**src/rtl/ipdps_pkg.sv**
```systemverilog
// Shared types, constants and helper functions for the induction pan
// detection power sequencer. No dependencies.
package ipdps_pkg;

  localparam int unsigned DutyW   = 7;
  localparam int unsigned PhaseW  = 4;
  localparam int unsigned TempW   = 10;
  localparam int unsigned CountW  = 8;
  localparam int unsigned IndexW  = 4;
  localparam int unsigned MarkW   = 2;

  // Duty applied whenever coil current has not been proven.
  localparam logic [DutyW-1:0] MIN_DUTY = 7'd5;
  localparam logic [DutyW-1:0] MAX_DUTY = 7'd100;

  // Probe ownership marks.
  localparam logic [MarkW-1:0] PROBE_UNVERIFIED = 2'd0;
  localparam logic [MarkW-1:0] PROBE_IDLE       = 2'd1;
  localparam logic [MarkW-1:0] PROBE_ACTIVE     = 2'd2;

  // Configuration register indexes.
  localparam logic [2:0] CFG_COIL_LIMIT   = 3'd0;
  localparam logic [2:0] CFG_SWITCH_LIMIT = 3'd1;
  localparam logic [2:0] CFG_COIL_HYST    = 3'd2;
  localparam logic [2:0] CFG_SWITCH_HYST  = 3'd3;
  localparam logic [2:0] CFG_LOW_CUR_LIM  = 3'd4;
  localparam logic [2:0] CFG_PAN_MIN      = 3'd5;
  localparam logic [2:0] CFG_PAN_MAX      = 3'd6;
  localparam logic [2:0] CFG_FREQ_MIN     = 3'd7;

  // Sequencer phases.
  localparam logic [PhaseW-1:0] PH_ENABLE_CHECK = 4'd0;
  localparam logic [PhaseW-1:0] PH_SETTLE       = 4'd1;
  localparam logic [PhaseW-1:0] PH_CURRENT_CHK  = 4'd2;
  localparam logic [PhaseW-1:0] PH_PROBE_START  = 4'd3;
  localparam logic [PhaseW-1:0] PH_PAN_DRIVE    = 4'd4;
  localparam logic [PhaseW-1:0] PH_PAN_FIRE     = 4'd5;
  localparam logic [PhaseW-1:0] PH_PAN_CHECK    = 4'd6;
  localparam logic [PhaseW-1:0] PH_FREQ_DRIVE   = 4'd7;
  localparam logic [PhaseW-1:0] PH_FREQ_FIRE    = 4'd8;
  localparam logic [PhaseW-1:0] PH_FREQ_CHECK   = 4'd9;

  // Per-channel supervisor state.
  typedef struct packed {
    logic [PhaseW-1:0] seq_phase;
    logic [DutyW-1:0]  applied_duty;
    logic [IndexW-1:0] table_index;
    logic              hot_flag;
    logic              pan_flag;
    logic              freq_flag;
    logic              current_ok;
    logic [CountW-1:0] low_count;
    logic [MarkW-1:0]  probe_mark;
    logic              drive_level;
  } chan_state_t;

  // Minimum expected coil current for a duty band; indexes past the end
  // saturate to the last entry.
  function automatic logic [CountW-1:0] min_current(input logic [IndexW-1:0] idx);
    logic [CountW-1:0] val;
    case (idx)
      4'd0:    val = 8'd2;
      4'd1:    val = 8'd2;
      4'd2:    val = 8'd10;
      4'd3:    val = 8'd18;
      4'd4:    val = 8'd30;
      4'd5:    val = 8'd40;
      4'd6:    val = 8'd50;
      4'd7:    val = 8'd65;
      default: val = 8'd80;
    endcase
    return val;
  endfunction

  // Duty divided by ten: multiply by 103/1024, exact for every 7-bit value.
  function automatic logic [IndexW-1:0] duty_div10(input logic [DutyW-1:0] d);
    logic [13:0] prod;
    prod = 14'(d) * 14'd103;
    return prod[13:10];
  endfunction

endpackage

```
**src/rtl/induction_pan_detect_power_sequencer.sv**
```systemverilog
// Top level of the two-channel induction coil supervisor with pan detection.
// Depends on ipdps_pkg for the channel state type, table and constants.
//
//  Channel   Direction  Handshake                        Payload
//  s_axis    in         s_axis_tvalid_i/s_axis_tready_o  tdata 48b, tuser 2b
//  m_axis    out        m_axis_tvalid_o/m_axis_tready_i  tdata 16b
//  cfg       in         cfg_we_i                         cfg_idx_i, cfg_wdata_i
//
// One transaction is taken per clock cycle while input is not refused; each
// produces one result, passing through the input register, then the result
// register. The channel state is updated as an item moves from the input
// register into the result register, so items for the same channel may
// follow each other in consecutive cycles. rst_ni clears all channel state
// and loads the register defaults. A stalled result register holds the input
// register, and input is refused only when both stages are full.
module induction_pan_detect_power_sequencer (
  input  logic        clk_i,
  input  logic        rst_ni,
  // Input transaction.
  input  logic        s_axis_tvalid_i,
  output logic        s_axis_tready_o,
  // From bit 0: enable, target_duty[6:0], coil_temp[9:0], switch_temp[9:0],
  // coil_current[7:0], pulse_count[7:0], four zero bits.
  input  logic [47:0] s_axis_tdata_i,
  // From bit 0: action, channel.
  input  logic [1:0]  s_axis_tuser_i,
  // Result transaction.
  output logic        m_axis_tvalid_o,
  input  logic        m_axis_tready_i,
  // From bit 0: duty[6:0], coil_on, fire_pulse, overtemp, pan_found,
  // freq_found, phase[3:0].
  output logic [15:0] m_axis_tdata_o,
  // Configuration writes.
  input  logic        cfg_we_i,
  input  logic [2:0]  cfg_idx_i,
  input  logic [9:0]  cfg_wdata_i
);

  // Configuration registers.
  logic [9:0] coil_lim_q, switch_lim_q, coil_hyst_q, switch_hyst_q;
  logic [7:0] low_cur_lim_q, pan_min_q, pan_max_q, freq_min_q;

  always_ff @(posedge clk_i or negedge rst_ni) begin
    if (!rst_ni) begin
      coil_lim_q    <= 10'd800;
      switch_lim_q  <= 10'd800;
      coil_hyst_q   <= 10'd50;
      switch_hyst_q <= 10'd50;
      low_cur_lim_q <= 8'd3;
      pan_min_q     <= 8'd3;
      pan_max_q     <= 8'd20;
      freq_min_q    <= 8'd3;
    end else if (cfg_we_i) begin
      case (cfg_idx_i)
        ipdps_pkg::CFG_COIL_LIMIT:   coil_lim_q    <= cfg_wdata_i;
        ipdps_pkg::CFG_SWITCH_LIMIT: switch_lim_q  <= cfg_wdata_i;
        ipdps_pkg::CFG_COIL_HYST:    coil_hyst_q   <= cfg_wdata_i;
        ipdps_pkg::CFG_SWITCH_HYST:  switch_hyst_q <= cfg_wdata_i;
        ipdps_pkg::CFG_LOW_CUR_LIM:  low_cur_lim_q <= cfg_wdata_i[7:0];
        ipdps_pkg::CFG_PAN_MIN:      pan_min_q     <= cfg_wdata_i[7:0];
        ipdps_pkg::CFG_PAN_MAX:      pan_max_q     <= cfg_wdata_i[7:0];
        ipdps_pkg::CFG_FREQ_MIN:     freq_min_q    <= cfg_wdata_i[7:0];
        default: ;
      endcase
    end
  end

  // Input register stage. The payload needs no reset.
  logic        in_valid_q;
  logic        act_q, ch_q, en_q;
  logic [6:0]  target_q;
  logic [9:0]  coil_temp_q, switch_temp_q;
  logic [7:0]  current_q, pulses_q;

  // Result register stage.
  logic        out_valid_q;
  logic [15:0] out_data_q;

  logic out_free, advance, in_take;

  // The result register can take a new result when empty or being drained.
  assign out_free        = !out_valid_q || m_axis_tready_i;
  assign advance         = in_valid_q && out_free;
  assign s_axis_tready_o = !in_valid_q || out_free;
  assign in_take         = s_axis_tvalid_i && s_axis_tready_o;

  always_ff @(posedge clk_i or negedge rst_ni) begin
    if (!rst_ni) begin
      in_valid_q <= 1'b0;
    end else if (in_take) begin
      in_valid_q <= 1'b1;
    end else if (advance) begin
      in_valid_q <= 1'b0;
    end
  end

  always_ff @(posedge clk_i) begin
    if (in_take) begin
      act_q         <= s_axis_tuser_i[0];
      ch_q          <= s_axis_tuser_i[1];
      en_q          <= s_axis_tdata_i[0];
      target_q      <= s_axis_tdata_i[7:1];
      coil_temp_q   <= s_axis_tdata_i[17:8];
      switch_temp_q <= s_axis_tdata_i[27:18];
      current_q     <= s_axis_tdata_i[35:28];
      pulses_q      <= s_axis_tdata_i[43:36];
    end
  end

  // Channel state.
  ipdps_pkg::chan_state_t chan_q [2];
  ipdps_pkg::chan_state_t cur_st, nxt_st;
  logic [1:0] other_mark;
  logic       fire;

  assign cur_st     = ch_q ? chan_q[1] : chan_q[0];
  assign other_mark = ch_q ? chan_q[0].probe_mark : chan_q[1].probe_mark;

  // Hysteresis thresholds may go negative, so compare as signed values.
  logic signed [11:0] coil_clr_thr, switch_clr_thr, coil_t_s, switch_t_s;
  assign coil_clr_thr   = $signed({2'b00, coil_lim_q}) - $signed({2'b00, coil_hyst_q});
  assign switch_clr_thr = $signed({2'b00, switch_lim_q}) - $signed({2'b00, switch_hyst_q});
  assign coil_t_s       = $signed({2'b00, coil_temp_q});
  assign switch_t_s     = $signed({2'b00, switch_temp_q});

  always_comb begin
    logic [6:0] target_sat;
    logic       low_current;
    nxt_st      = cur_st;
    fire        = 1'b0;
    target_sat  = (target_q > ipdps_pkg::MAX_DUTY) ? ipdps_pkg::MAX_DUTY : target_q;
    low_current = current_q < ipdps_pkg::min_current(cur_st.table_index);

    if (!act_q) begin
      // Fast tick: latch the duty band before ramping, then ramp (or drop to the
      // minimum duty while current is unproven) and check temperatures.
      nxt_st.table_index = ipdps_pkg::duty_div10(cur_st.applied_duty);
      if (cur_st.current_ok) begin
        if (cur_st.applied_duty < target_sat) begin
          nxt_st.applied_duty = cur_st.applied_duty + 7'd1;
        end else if (cur_st.applied_duty > target_sat) begin
          nxt_st.applied_duty = cur_st.applied_duty - 7'd1;
        end
      end else begin
        nxt_st.applied_duty = ipdps_pkg::MIN_DUTY;
      end
      if (coil_temp_q > coil_lim_q || switch_temp_q > switch_lim_q) begin
        nxt_st.hot_flag = 1'b1;
      end else if (coil_t_s < coil_clr_thr && switch_t_s < switch_clr_thr) begin
        nxt_st.hot_flag = 1'b0;
      end
    end else begin
      case (cur_st.seq_phase)
        ipdps_pkg::PH_ENABLE_CHECK: begin
          if (en_q && !cur_st.hot_flag) begin
            nxt_st.drive_level = 1'b1;
            nxt_st.seq_phase   = ipdps_pkg::PH_SETTLE;
            nxt_st.probe_mark  = (cur_st.freq_flag && cur_st.pan_flag && cur_st.current_ok)
                               ? ipdps_pkg::PROBE_IDLE : ipdps_pkg::PROBE_UNVERIFIED;
          end else begin
            nxt_st.applied_duty = ipdps_pkg::MIN_DUTY;
            nxt_st.freq_flag    = 1'b0;
            nxt_st.pan_flag     = 1'b0;
            nxt_st.current_ok   = 1'b0;
            nxt_st.drive_level  = 1'b0;
            nxt_st.seq_phase    = ipdps_pkg::PH_ENABLE_CHECK;
            nxt_st.probe_mark   = ipdps_pkg::PROBE_IDLE;
          end
        end
        ipdps_pkg::PH_SETTLE: nxt_st.seq_phase = ipdps_pkg::PH_CURRENT_CHK;
        ipdps_pkg::PH_CURRENT_CHK: begin
          if (low_current) begin
            if (cur_st.low_count < low_cur_lim_q) begin
              nxt_st.low_count = cur_st.low_count + 8'd1;
            end else begin
              nxt_st.low_count    = '0;
              nxt_st.applied_duty = ipdps_pkg::MIN_DUTY;
              nxt_st.freq_flag    = 1'b0;
              nxt_st.pan_flag     = 1'b0;
              nxt_st.current_ok   = 1'b0;
              nxt_st.drive_level  = 1'b0;
              // Only one channel may own the probe at a time.
              if (other_mark != ipdps_pkg::PROBE_ACTIVE) begin
                nxt_st.seq_phase  = ipdps_pkg::PH_PROBE_START;
                nxt_st.probe_mark = ipdps_pkg::PROBE_ACTIVE;
              end else begin
                nxt_st.seq_phase  = ipdps_pkg::PH_ENABLE_CHECK;
              end
            end
          end else begin
            nxt_st.current_ok = 1'b1;
            nxt_st.freq_flag  = 1'b1;
            nxt_st.pan_flag   = 1'b1;
            nxt_st.low_count  = '0;
            nxt_st.seq_phase  = ipdps_pkg::PH_ENABLE_CHECK;
          end
        end
        ipdps_pkg::PH_PROBE_START: nxt_st.seq_phase = ipdps_pkg::PH_PAN_DRIVE;
        ipdps_pkg::PH_PAN_DRIVE: begin
          nxt_st.drive_level = 1'b1;
          nxt_st.seq_phase   = ipdps_pkg::PH_PAN_FIRE;
        end
        ipdps_pkg::PH_PAN_FIRE: begin
          fire               = 1'b1;
          nxt_st.drive_level = 1'b0;
          nxt_st.seq_phase   = ipdps_pkg::PH_PAN_CHECK;
        end
        ipdps_pkg::PH_PAN_CHECK: begin
          if (pulses_q < pan_min_q || pulses_q > pan_max_q) begin
            nxt_st.seq_phase = ipdps_pkg::PH_ENABLE_CHECK;
            nxt_st.pan_flag  = 1'b0;
          end else begin
            nxt_st.seq_phase = ipdps_pkg::PH_FREQ_DRIVE;
            nxt_st.pan_flag  = 1'b1;
          end
        end
        ipdps_pkg::PH_FREQ_DRIVE: begin
          nxt_st.drive_level = 1'b1;
          nxt_st.seq_phase   = ipdps_pkg::PH_FREQ_FIRE;
        end
        ipdps_pkg::PH_FREQ_FIRE: begin
          fire             = 1'b1;
          nxt_st.seq_phase = ipdps_pkg::PH_FREQ_CHECK;
        end
        ipdps_pkg::PH_FREQ_CHECK: begin
          nxt_st.freq_flag = (pulses_q >= freq_min_q);
          nxt_st.seq_phase = ipdps_pkg::PH_ENABLE_CHECK;
        end
        // Phase codes outside the sequence return to the enable check.
        default: nxt_st.seq_phase = ipdps_pkg::PH_ENABLE_CHECK;
      endcase
    end
  end

  always_ff @(posedge clk_i or negedge rst_ni) begin
    if (!rst_ni) begin
      chan_q[0] <= '0;
      chan_q[1] <= '0;
    end else if (advance) begin
      if (ch_q) begin
        chan_q[1] <= nxt_st;
      end else begin
        chan_q[0] <= nxt_st;
      end
    end
  end

  always_ff @(posedge clk_i or negedge rst_ni) begin
    if (!rst_ni) begin
      out_valid_q <= 1'b0;
    end else if (advance) begin
      out_valid_q <= 1'b1;
    end else if (m_axis_tready_i) begin
      out_valid_q <= 1'b0;
    end
  end

  always_ff @(posedge clk_i) begin
    if (advance) begin
      out_data_q <= {nxt_st.seq_phase, nxt_st.freq_flag, nxt_st.pan_flag,
                     nxt_st.hot_flag, fire, nxt_st.drive_level, nxt_st.applied_duty};
    end
  end

  assign m_axis_tvalid_o = out_valid_q;
  assign m_axis_tdata_o  = out_data_q;

`ifndef SYNTHESIS
  // A start pulse is only ever fired by a slow tick.
  a_fire_only_slow: assert property (@(posedge clk_i) disable iff (!rst_ni)
    (advance && !act_q) |=> !out_data_q[8])
    else $error("fire_pulse raised by a fast tick");

  // The probe lock never lets both channels probe together.
  a_probe_exclusive: assert property (@(posedge clk_i) disable iff (!rst_ni)
    !(chan_q[0].probe_mark == ipdps_pkg::PROBE_ACTIVE &&
      chan_q[1].probe_mark == ipdps_pkg::PROBE_ACTIVE))
    else $error("both channels hold the probe");

  // Applied duty stays within the saturated range on both channels.
  a_duty_range: assert property (@(posedge clk_i) disable iff (!rst_ni)
    chan_q[0].applied_duty <= ipdps_pkg::MAX_DUTY &&
    chan_q[1].applied_duty <= ipdps_pkg::MAX_DUTY)
    else $error("applied duty above maximum");

  // A delivered result always reports a phase inside the sequence.
  a_phase_range: assert property (@(posedge clk_i) disable iff (!rst_ni)
    out_valid_q |-> out_data_q[15:12] <= ipdps_pkg::PH_FREQ_CHECK)
    else $error("result phase outside the sequence");
`endif

endmodule

```
**config.mk**
```make
export PLATFORM = sky130hd
export DESIGN_NAME = induction_pan_detect_power_sequencer
export DESIGN_NICKNAME = d
export VERILOG_FILES = /design/src/rtl/ipdps_pkg.sv /design/src/rtl/induction_pan_detect_power_sequencer.sv
export SDC_FILE = /design/constraint.sdc
export NUM_CORES = 1
export LEC_CHECK = 0
export CAP_MARGIN = 20
export CORE_UTILIZATION = 65
export DETAILED_ROUTE_END_ITERATION = 7
export DONT_BUFFER_PORTS = 1
export GPL_TIMING_DRIVEN = 0
export PLACE_DENSITY = 0.83
export SYNTH_ARGS = -nofsm -noshare
export SYNTH_HDL_FRONTEND = slang
export SYNTH_SLANG_ARGS = --single-unit
```
**constraint.sdc**
```tcl
create_clock -name clk_i -period 8.9 [get_ports clk_i]
set_input_delay 0.89 -clock clk_i [delete_from_list [all_inputs] [get_ports clk_i]]
set_output_delay 0.89 -clock clk_i [all_outputs]
set_load 0.03 [all_outputs]
```
Yosys cells after proc, flatten, opt, wreduce, memory -nomap -nowiden:

Memories as Yosys holds them, arrays and structs flattened.
Cells that the tools add are included.

* add/subtract/negate cells: 5
* multipliers: 1
* $lt $le $gt $ge: 12
* equality and inequality tests: 17
* mux-type cells: 43
* bitwise logic cells: 1
* reductions and logical operators: 29

Operator list (number)
* $mux W7: 7
* $pmux W4 S9: 1
* $mux W30: 1
* $lt A8 B8 Y1: 3
* $mux W8: 3
* $lt A11 B11 Y1: 2
* $mux W11: 2
* $sub A10 B10 Y11: 2
* $gt A10 B10 Y1: 2
* $reduce_and A2 Y1: 10
* $eq A4 B3 Y1 const B: 4
* $mux W3: 5
* $mul A7 B7 Y14 const B: 1
* $mux W14: 1
* $pmux W7 S2: 1
* $eq A3 B3 Y1 const B: 4
* $mux W1: 10
* $add A8 B1 Y8 const B: 1
* $eq A4 B2 Y1 const B: 2
* $eq A4 B4 Y1 const B: 2
* $ge A8 B8 Y1: 1
* $gt A8 B8 Y1: 1
* $mux W2: 4
* $mux W4: 2
* 22 further kinds: 36

* register bits: 196
* memory bits (read-only): 56
* input bits: 68
* output and inout bits: 18
* word-level logic and storage cells: 149
* memories kept: 1

Memories
* (no name shown): depth 8, width 7, rd ports 1, clocked after memory_dff 0, write ports 0, RTL line ipdps_pkg.sv:61 `case (idx)`

Logic depth before layout (Yosys ltp):

Gate-level depths: netlist (run 1).

* word-level depth: 7
* gate-level depth with buffers: 19
* depth with buffers taken out: 17

Worst setup path after synthesis (run 1):

OpenSTA, ideal clock, no wires.

* path type: register to register
* start: register ch_q
* end: register chan_q[18] (netlist bit)
* library setup time: 0.125 ns
* arrival: 5.049 ns
* required time: 8.775 ns
* setup slack: 3.726 ns
* cell stages (with the launch flop): 20
* buffers on the path: 4
* period minus slack after synthesis: 5.174 ns
* path through: edfxtp_1 > buf_4 > buf_2 > buf_4 > buf_2 > nand2_1 > a21boi_1 > inv_1 > ha_1 > fa_1 > inv_1 > fa_1 > ha_1 > ha_1 > a211oi_1 > o21ai_0 > o211ai_1 > o21ai_0 > xnor2_1 > mux2_2

* longest elaborated chain between the ends: 3
* elaborated cells on any way between the ends: 4
* classes of those cells: mul: 1; mux: 2; reduce/logical: 1

Ends and longest elaborated chain
* from (decl): RTL line induction_pan_detect_power_sequencer.sv:70 `logic act_q, ch_q, en_q;`
* from (signal assigned): RTL line induction_pan_detect_power_sequencer.sv:100 `ch_q <= s_axis_tuser_i[1];`
* $mux W30: RTL line induction_pan_detect_power_sequencer.sv:116 `assign cur_st = ch_q ? chan_q[1] : chan_q[0];`
* $mul A7 B7 Y14: RTL line ipdps_pkg.sv:78 `prod = 14'(d) * 14'd103;`
* $mux W5: RTL line induction_pan_detect_power_sequencer.sv:134 `if (!act_q) begin`
* to (decl): RTL line induction_pan_detect_power_sequencer.sv:111 `ipdps_pkg::chan_state_t chan_q [2];`

Parallel ways exist; a longest one is shown, timed or not.
A chain may end at the register's enable or synchronous reset.

Worst setup path after layout (run 1):

* start: register ch_q
* end: register chan_q[48] (netlist bit)

Same word-level chain as after synthesis.

==> results.sh, run 1 <==
export IMPL_synth_edff_count=62
export IMPL_synth_compound_gate_area_share_pct=16.3
export IMPL_vias=9510
export IMPL_fin_setup_tns_ns=0
export IMPL_synth_adder_area_share_pct=16.6
export IMPL_cts_setup_buffers=0
export IMPL_nFillCells=1328
export IMPL_post_cts_resized=0
export IMPL_synth_top_area_share_pct=23.0
export IMPL_crit_type="reg2reg"
export IMPL_cts_sinks=196
export IMPL_drt_first_pass_iters=6
export IMPL_swShare_pct=38.6
export IMPL_pwr_share_comb_pct=40.8
export IMPL_rsz0062_at_grt="false"
export IMPL_die_w_um=140
export IMPL_critPathMaxFanout=10
export IMPL_drt_iter0_drc=844
export IMPL_yosysMostFrequentCell="ha_1"
export IMPL_clkPwrFrac_pct=22.3
export IMPL_synthSimpleGateAreaFrac_pct=11.8
export IMPL_final_setup_skew_ns=0.0148
export IMPL_ant_nets=0
export IMPL_die_area_sq_um=19700
export IMPL_crit_path_end_kind="flop"
export IMPL_clk_path_buf_depth=2
export IMPL_ys_top_cells_by_count="149 x ha_1, 124 x inv_1, 115 x nand2_1"
export IMPL_fin_crit_ns=6.39
export IMPL_clk_pin_slew_ns=0.07
export IMPL_cp_arrival_ns=6.71
export IMPL_final_nets=1463
export IMPL_syn_inst=1215
export IMPL_ir_worst_vdd_uv=154
export IMPL_timing_fmax_mhz=156
export IMPL_worstMarginPinSlew_ns=1.01
export IMPL_hold_class="in2async"
export IMPL_grtUsageTotal_pct=31.1
export IMPL_syn_avg_cell_area_sq_um=10.2
export IMPL_finalPower_mw=3.42
export IMPL_synth_area_top_cells="dfrtp_1 23%, ha_1 15%, edfxtp_1 15%"
export IMPL_area_delta_synth_final_pct=7.26
export IMPL_place_hpwl_um=21000
export IMPL_maxSlewHeadroom_pct=32.4
export IMPL_syn_num_nets=1442
export IMPL_port_buffers=0
export IMPL_grt_ovfl_total=0
export IMPL_wirelength_um=28600
export IMPL_rows=50
export IMPL_grt_antenna_before_repair=2
export IMPL_p_leak_nw=6.02
export IMPL_cts_hold_buf=0
export IMPL_yosys_area_top_type="dfrtp_1"
export IMPL_synth_xor_area_share_pct=1.48
export IMPL_grt_pass1_wl_um=47600
export IMPL_grt_max_degree=135
export IMPL_switching_power_mw=1.32
export IMPL_insertion_delay_ns=0.45
export IMPL_gp_congestion=0.963
export IMPL_ys_warn_count=0
export IMPL_avgRoutedWirePerCell_um=19.3
export IMPL_via_per_inst=6.41
export IMPL_grt_pass1_vias=9608
export IMPL_p_int_mw=2.10
export IMPL_ys_flop_type="dfrtp_1"
export IMPL_cap_violations=0
export IMPL_ys_types=82
export IMPL_cts_buffers=17
export IMPL_synthArstFlopShare_pct=68.4
export IMPL_start_util_pct=66.4
export IMPL_crit_required_ns=9.22
export IMPL_syn_area_sq_um=12400
export IMPL_synth_top_family_by_area="adder cells"
export IMPL_top_level_ports=86
export IMPL_drc=0
export IMPL_cts_tree="yes"
export IMPL_cts_max_level=4
export IMPL_cts_root_buffer="clkbuf_16"
export IMPL_min_period_over_period_pct=71.8
export IMPL_seq_area_frac_synth_pct=42.2
export IMPL_ys_seq_elements=196
export IMPL_die_y_um=140
export IMPL_synthMuxAreaShare_pct=6.76
export IMPL_status="finished clean"
export IMPL_core_sq_um=18700
export IMPL_setup_viol=0
export IMPL_drive_gt1_share_pct=11.1
export IMPL_hold_viol_final=0
export IMPL_slew_violations=0
export IMPL_power_density_nw_per_um2=257
export IMPL_pwr_share_seq_pct=36.9
export IMPL_start_kind="flop"
[logic make-up (layout without fill, tap and decap cells)]
kind of cell,count (synthesis),count (layout)
multiplexers,77,77
AO/OA/AOI/OAI,305,305
other,0,1
AND/OR/NAND/NOR,300,300
flip-flops,196,196
adder cells (fa/ha/maj),159,159
XOR/XNOR,21,21
buffers and inverters,157,191
[routing by layer]
| metal | global-route usage (%) | wire length [um] | share of wire (%) | vias up |
|---|---|---|---|---|
| li1 | - | - | - | 4463 |
| met1 | 40.2 | 12200 | 43 | 4589 |
| met2 | 51.9 | 13700 | 48 | 383 |
| met3 | 6.77 | 1980 | 6.9 | 73 |
| met4 | 10.5 | 697 | 2.4 | 2 |
| met5 | 0 | 13 | 0.046 | - |
[placed cells by master (no fill, tap or decap), types with 7 or more instances in the layout]
| cell | n |
|---|---|
| a31oi_1 | 12 |
| mux2i_1 | 22 |
| fa_1 | 10 |
| clkbuf_16 | 17 |
| mux2_2 | 55 |
| xor2_1 | 7 |
| o211ai_1 | 16 |
| dfstp_2 | 20 |
| clkbuf_1 | 23 |
| a21o_1 | 15 |
| nor4_1 | 12 |
| o21ai_0 | 90 |
| xnor2_1 | 14 |
| inv_1 | 124 |
| ha_1 | 149 |
| nor2_1 | 56 |
| o31ai_1 | 12 |
| o21a_1 | 7 |
| nor3_1 | 24 |
| a21oi_1 | 64 |
| a211oi_1 | 15 |
| nand3_1 | 23 |
| edfxtp_1 | 62 |
| nand2b_1 | 11 |
| nand4_1 | 9 |
| dfrtp_1 | 114 |
| nand2_1 | 115 |
[worst max-delay path: stages (launching register included)]
cell      delay (ns)
edfxtp_1        0.62
buf_4           0.30
buf_2           0.32
buf_4           0.28
buf_2           0.33
mux2i_1         0.82
ha_1            0.41
fa_1            0.54
inv_1           0.05
fa_1            0.47
ha_1            0.32
ha_1            0.31
a211oi_1        0.37
o21ai_0         0.16
o211ai_1        0.30
o21ai_0         0.19
xnor2_1         0.18
mux2_2          0.28
[final cells by class]
cell class	count	area [sq um]	share of cell area, %
Multi-Input combinational cell	862	6570	49.3
Sequential cell	196	5240	39.3
Inverter	126	473	3.55
Clock buffer	18	439	3.30
Tap cell	234	293	2.20
Clock inverter	14	140	1.05
Buffer	31	138	1.03
Timing Repair Buffer	2	25.0	0.188
Antenna cell	1	2.50	0.0188
[stage by stage]
step	instance area (sq um)	hold WS [ns]	util, %	setup WS (ns)	cells
final	13300	0.135	71.2	2.51	1484
after global routing	13300	0.115	71.2	2.14	1484
after CTS	13300	0.124	71.2	2.52	1483
after detailed placement	12700	0.465	68.1	2.57	1451
after global placement	12700	0.455	67.9	2.70	1449
after floorplan	12400	0.444	-	3.73	1215
[final timing paths]
check | start | end | slack, ns | cells past startpoint
hold reg to reg | chan_q[5]$_DFFE_PN0P_ | chan_q[5]$_DFFE_PN0P_ | 0.48 | 2
hold / removal | rst_ni | pan_max_q[6]$_DFFE_PN0P_ | 0.14 | 0
setup reg to reg | ch_q$_DFFE_PP_ | chan_q[48]$_DFFE_PN0P_ | 2.51 | 17
setup / recovery | ch_q$_DFFE_PP_ | chan_q[48]$_DFFE_PN0P_ | 2.51 | 17
min in group clk_i | chan_q[5]$_DFFE_PN0P_ | chan_q[5]$_DFFE_PN0P_ | 0.48 | 2
max in group asynchronous | rst_ni | low_cur_lim_q[0]$_DFFE_PN1P_ | 8.46 | 0
[registers in the layout, indices dropped and copies added (netlist names), 7 cells and up]
register / cells
pan_max_q: 8
chan_q: 60
pulses_q: 8
switch_hyst_q: 10
target_q: 7
freq_min_q: 8
switch_lim_q: 10
pan_min_q: 8
low_cur_lim_q: 8
coil_hyst_q: 10
coil_lim_q: 10
switch_temp_q: 10
coil_temp_q: 10
current_q: 8
m_axis_tdata_o: 16
[power by group through the flow]
stage	Combinational, mW	Sequential (mW)	Clock (mW)
finish	1.40	1.26	0.763
global route	1.58	1.28	0.801
CTS	1.39	1.26	0.772
detailed placement	1.37	1.27	0
global placement	1.31	1.27	0
floorplan	1.06	1.24	0
Note: power is estimated with default switching activity, not from simulation.
==> inputs of run 2 (changes only) <==
==> constraint.sdc (replaced) <==
create_clock -name clk_i -period 6.2 [get_ports clk_i]
set_input_delay 0.62 -clock clk_i [delete_from_list [all_inputs] [get_ports clk_i]]
set_output_delay 0.62 -clock clk_i [all_outputs]
set_load 0.03 [all_outputs]
==> results.sh, run 2 (same netlist as run 1, synthesis figures left out) <==
export IMPL_final_common_cell="ha_1"
export IMPL_grt_pass1_wl_um=48100
export IMPL_status="finished clean"
export IMPL_area_delta_synth_final_pct=8.00
export IMPL_min_period_over_period_pct=93.9
export IMPL_core_sq_um=18700
export IMPL_clk_path_buf_depth=2
export IMPL_hold_viol_final=0
export IMPL_die_w_um=140
export IMPL_top_level_ports=86
export IMPL_path_cells="buf_4, buf_2, buf_4, clkbuf_4, mux2i_4, ha_1, fa_1, inv_1, fa_1, ha_1, ha_1, a211oi_1, o21ai_0, o211ai_1, o21ai_0, xnor2_1, mux2_2"
export IMPL_crit_type="reg2reg"
export IMPL_ir_worst_vdd_uv=223
export IMPL_multi_input_comb_area_sq_um=6600
export IMPL_drc=0
export IMPL_r2r_slack_ns=0.38
export IMPL_grt_ovfl_total=0
export IMPL_setup_viol=0
export IMPL_regMostFlops="chan_q"
export IMPL_start_util_pct=66.4
export IMPL_power_density_nw_per_um2=369
export IMPL_p_int_mw=3.03
export IMPL_largest_reg_flops=60
export IMPL_post_place_ws_ns=-0.129
export IMPL_grt_max_degree=115
export IMPL_final_setup_worst_slack_ns=0.376
export IMPL_layout_common_cells="149 x ha_1, 124 x inv_1, 115 x nand2_1"
export IMPL_pwr_share_comb_pct=41.1
export IMPL_die_area_sq_um=19700
export IMPL_fin_crit_ns=5.82
export IMPL_grt_antenna_before_repair=2
export IMPL_regArea_sq_um=5240
export IMPL_port_buffers=0
export IMPL_cts_tree="yes"
export IMPL_drt_first_pass_iters=6
export IMPL_crit_slowest_cell="fa_1"
export IMPL_pwr_share_seq_pct=36.7
export IMPL_rsz0062_at_grt="false"
export IMPL_insertion_delay_ns=0.45
export IMPL_die_y_um=140
export IMPL_clk_pin_slew_ns=0.07
export IMPL_cts_buffers=17
export IMPL_drt_iter0_drc=839
export IMPL_final_nets=1468
export IMPL_swShare_pct=38.8
export IMPL_cts_root_buffer="clkbuf_16"
export IMPL_ant_nets=0
export IMPL_cp_arrival_ns=6.15
export IMPL_p_leak_nw=6.06
export IMPL_nFillCells=1314
export IMPL_wirelength_um=29100
export IMPL_holdWs_ns=0.0157
export IMPL_cts_max_level=4
export IMPL_place_hpwl_um=21000
export IMPL_slew_violations=0
export IMPL_via_per_inst=6.39
export IMPL_rows=50
export IMPL_hold_class="in2async"
export IMPL_cts_sinks=196
export IMPL_grt_pass1_vias=9651
export IMPL_switching_power_mw=1.92
export IMPL_gp_congestion=0.963
export IMPL_cp_slowest_stage_delay_ns=0.54
export IMPL_cpMostUsedCell="ha_1"
export IMPL_crit_required_ns=6.53
export IMPL_final_setup_skew_ns=0.0152
export IMPL_timing_fmax_mhz=172
export IMPL_crit_path_end_kind="flop"
export IMPL_vias=9522
export IMPL_timing_reg2reg_worst_path_depth=17
export IMPL_drive_gt1_share_pct=11.6
export IMPL_critPathMaxFanout=10
export IMPL_clkPwrFrac_pct=22.2
export IMPL_grtUsageTotal_pct=31.4
export IMPL_cap_violations=0
export IMPL_avgRoutedWirePerCell_um=19.5
export IMPL_worstMarginPinSlew_ns=1.01
export IMPL_maxSlewHeadroom_pct=32.6
export IMPL_start_kind="flop"
run 2: stage by stage:
| step | util [%] | TNS (ns) | instances | area [sq um] | total power [mW] |
|---|---|---|---|---|---|
| 2_1_floorplan | - | 0 | 1215 | 12400 | 3.31 |
| 3_5_place_dp | 68.1 | -0.352 | 1451 | 12700 | 3.80 |
| 5_1_grt | 71.7 | 0 | 1489 | 13400 | 5.30 |
| 3_3_place_gp | 67.9 | -0.00873 | 1449 | 12700 | 3.69 |
| 6_report | 71.7 | 0 | 1489 | 13400 | 4.95 |
| 4_1_cts | 71.4 | 0 | 1484 | 13400 | 4.93 |
run 2: layout make-up:
| class | instances | area share, % |
|---|---|---|
| inverter | 126 | 3.53 |
| buffer | 31 | 1.04 |
| tap | 234 | 2.18 |
| clock buffer | 18 | 3.27 |
| multi-input combinational | 862 | 49.2 |
| clock inverter | 14 | 1.04 |
| antenna | 1 | 0.0187 |
| sequential | 196 | 39.1 |
| timing repair buffer | 7 | 0.653 |
run 2: worst paths after layout:
check / endpoint / from
min in group clk_i: switch_temp_q[0]$_DFFE_PP_ / s_axis_tdata_i[18]
min: low_cur_lim_q[1]$_DFFE_PN1P_ / rst_ni
max in group asynchronous: switch_hyst_q[4]$_DFFE_PN1P_ / rst_ni
min reg2reg: chan_q[5]$_DFFE_PN0P_ / chan_q[5]$_DFFE_PN0P_
max reg2reg: chan_q[48]$_DFFE_PN0P_ / ch_q$_DFFE_PP_
max: chan_q[48]$_DFFE_PN0P_ / ch_q$_DFFE_PP_
run 2: power groups by stage:
stage               combinational (mW)  clock (mW)  sequential, mW
floorplan                         1.52           0            1.79
global placement                  1.88           0            1.82
detailed placement                1.97           0            1.83
CTS                               2.01        1.11            1.81
global route                      2.31        1.15            1.84
finish                            2.03        1.10            1.82
run 2: per-layer routing:
layer / part of all wire, % / track usage, %
met1: 42 / 40.7
met2: 48 / 51.9
met3: 7.2 / 6.94
met4: 2.5 / 11.5
met5: 0.045 / 0
run 2: repair_timing:
item / in CTS / in global routing
setup buffers: 0 / 2
setup endpoints to repair: 4 / 6
gates resized for setup: 2 / 4
hold endpoints to repair: 114 / 9
hold buffers: 1 / 2
run 2: worst max-delay path: cells and delay by family (launching register included):
kind	cells	cell delay, ns
multiplexers	2	0.74
adder cells (fa/ha/maj)	5	1.98
AO/OA/AOI/OAI	4	1.02
buffers and inverters	5	1.24
XOR/XNOR	1	0.18
flip-flops	1	0.53
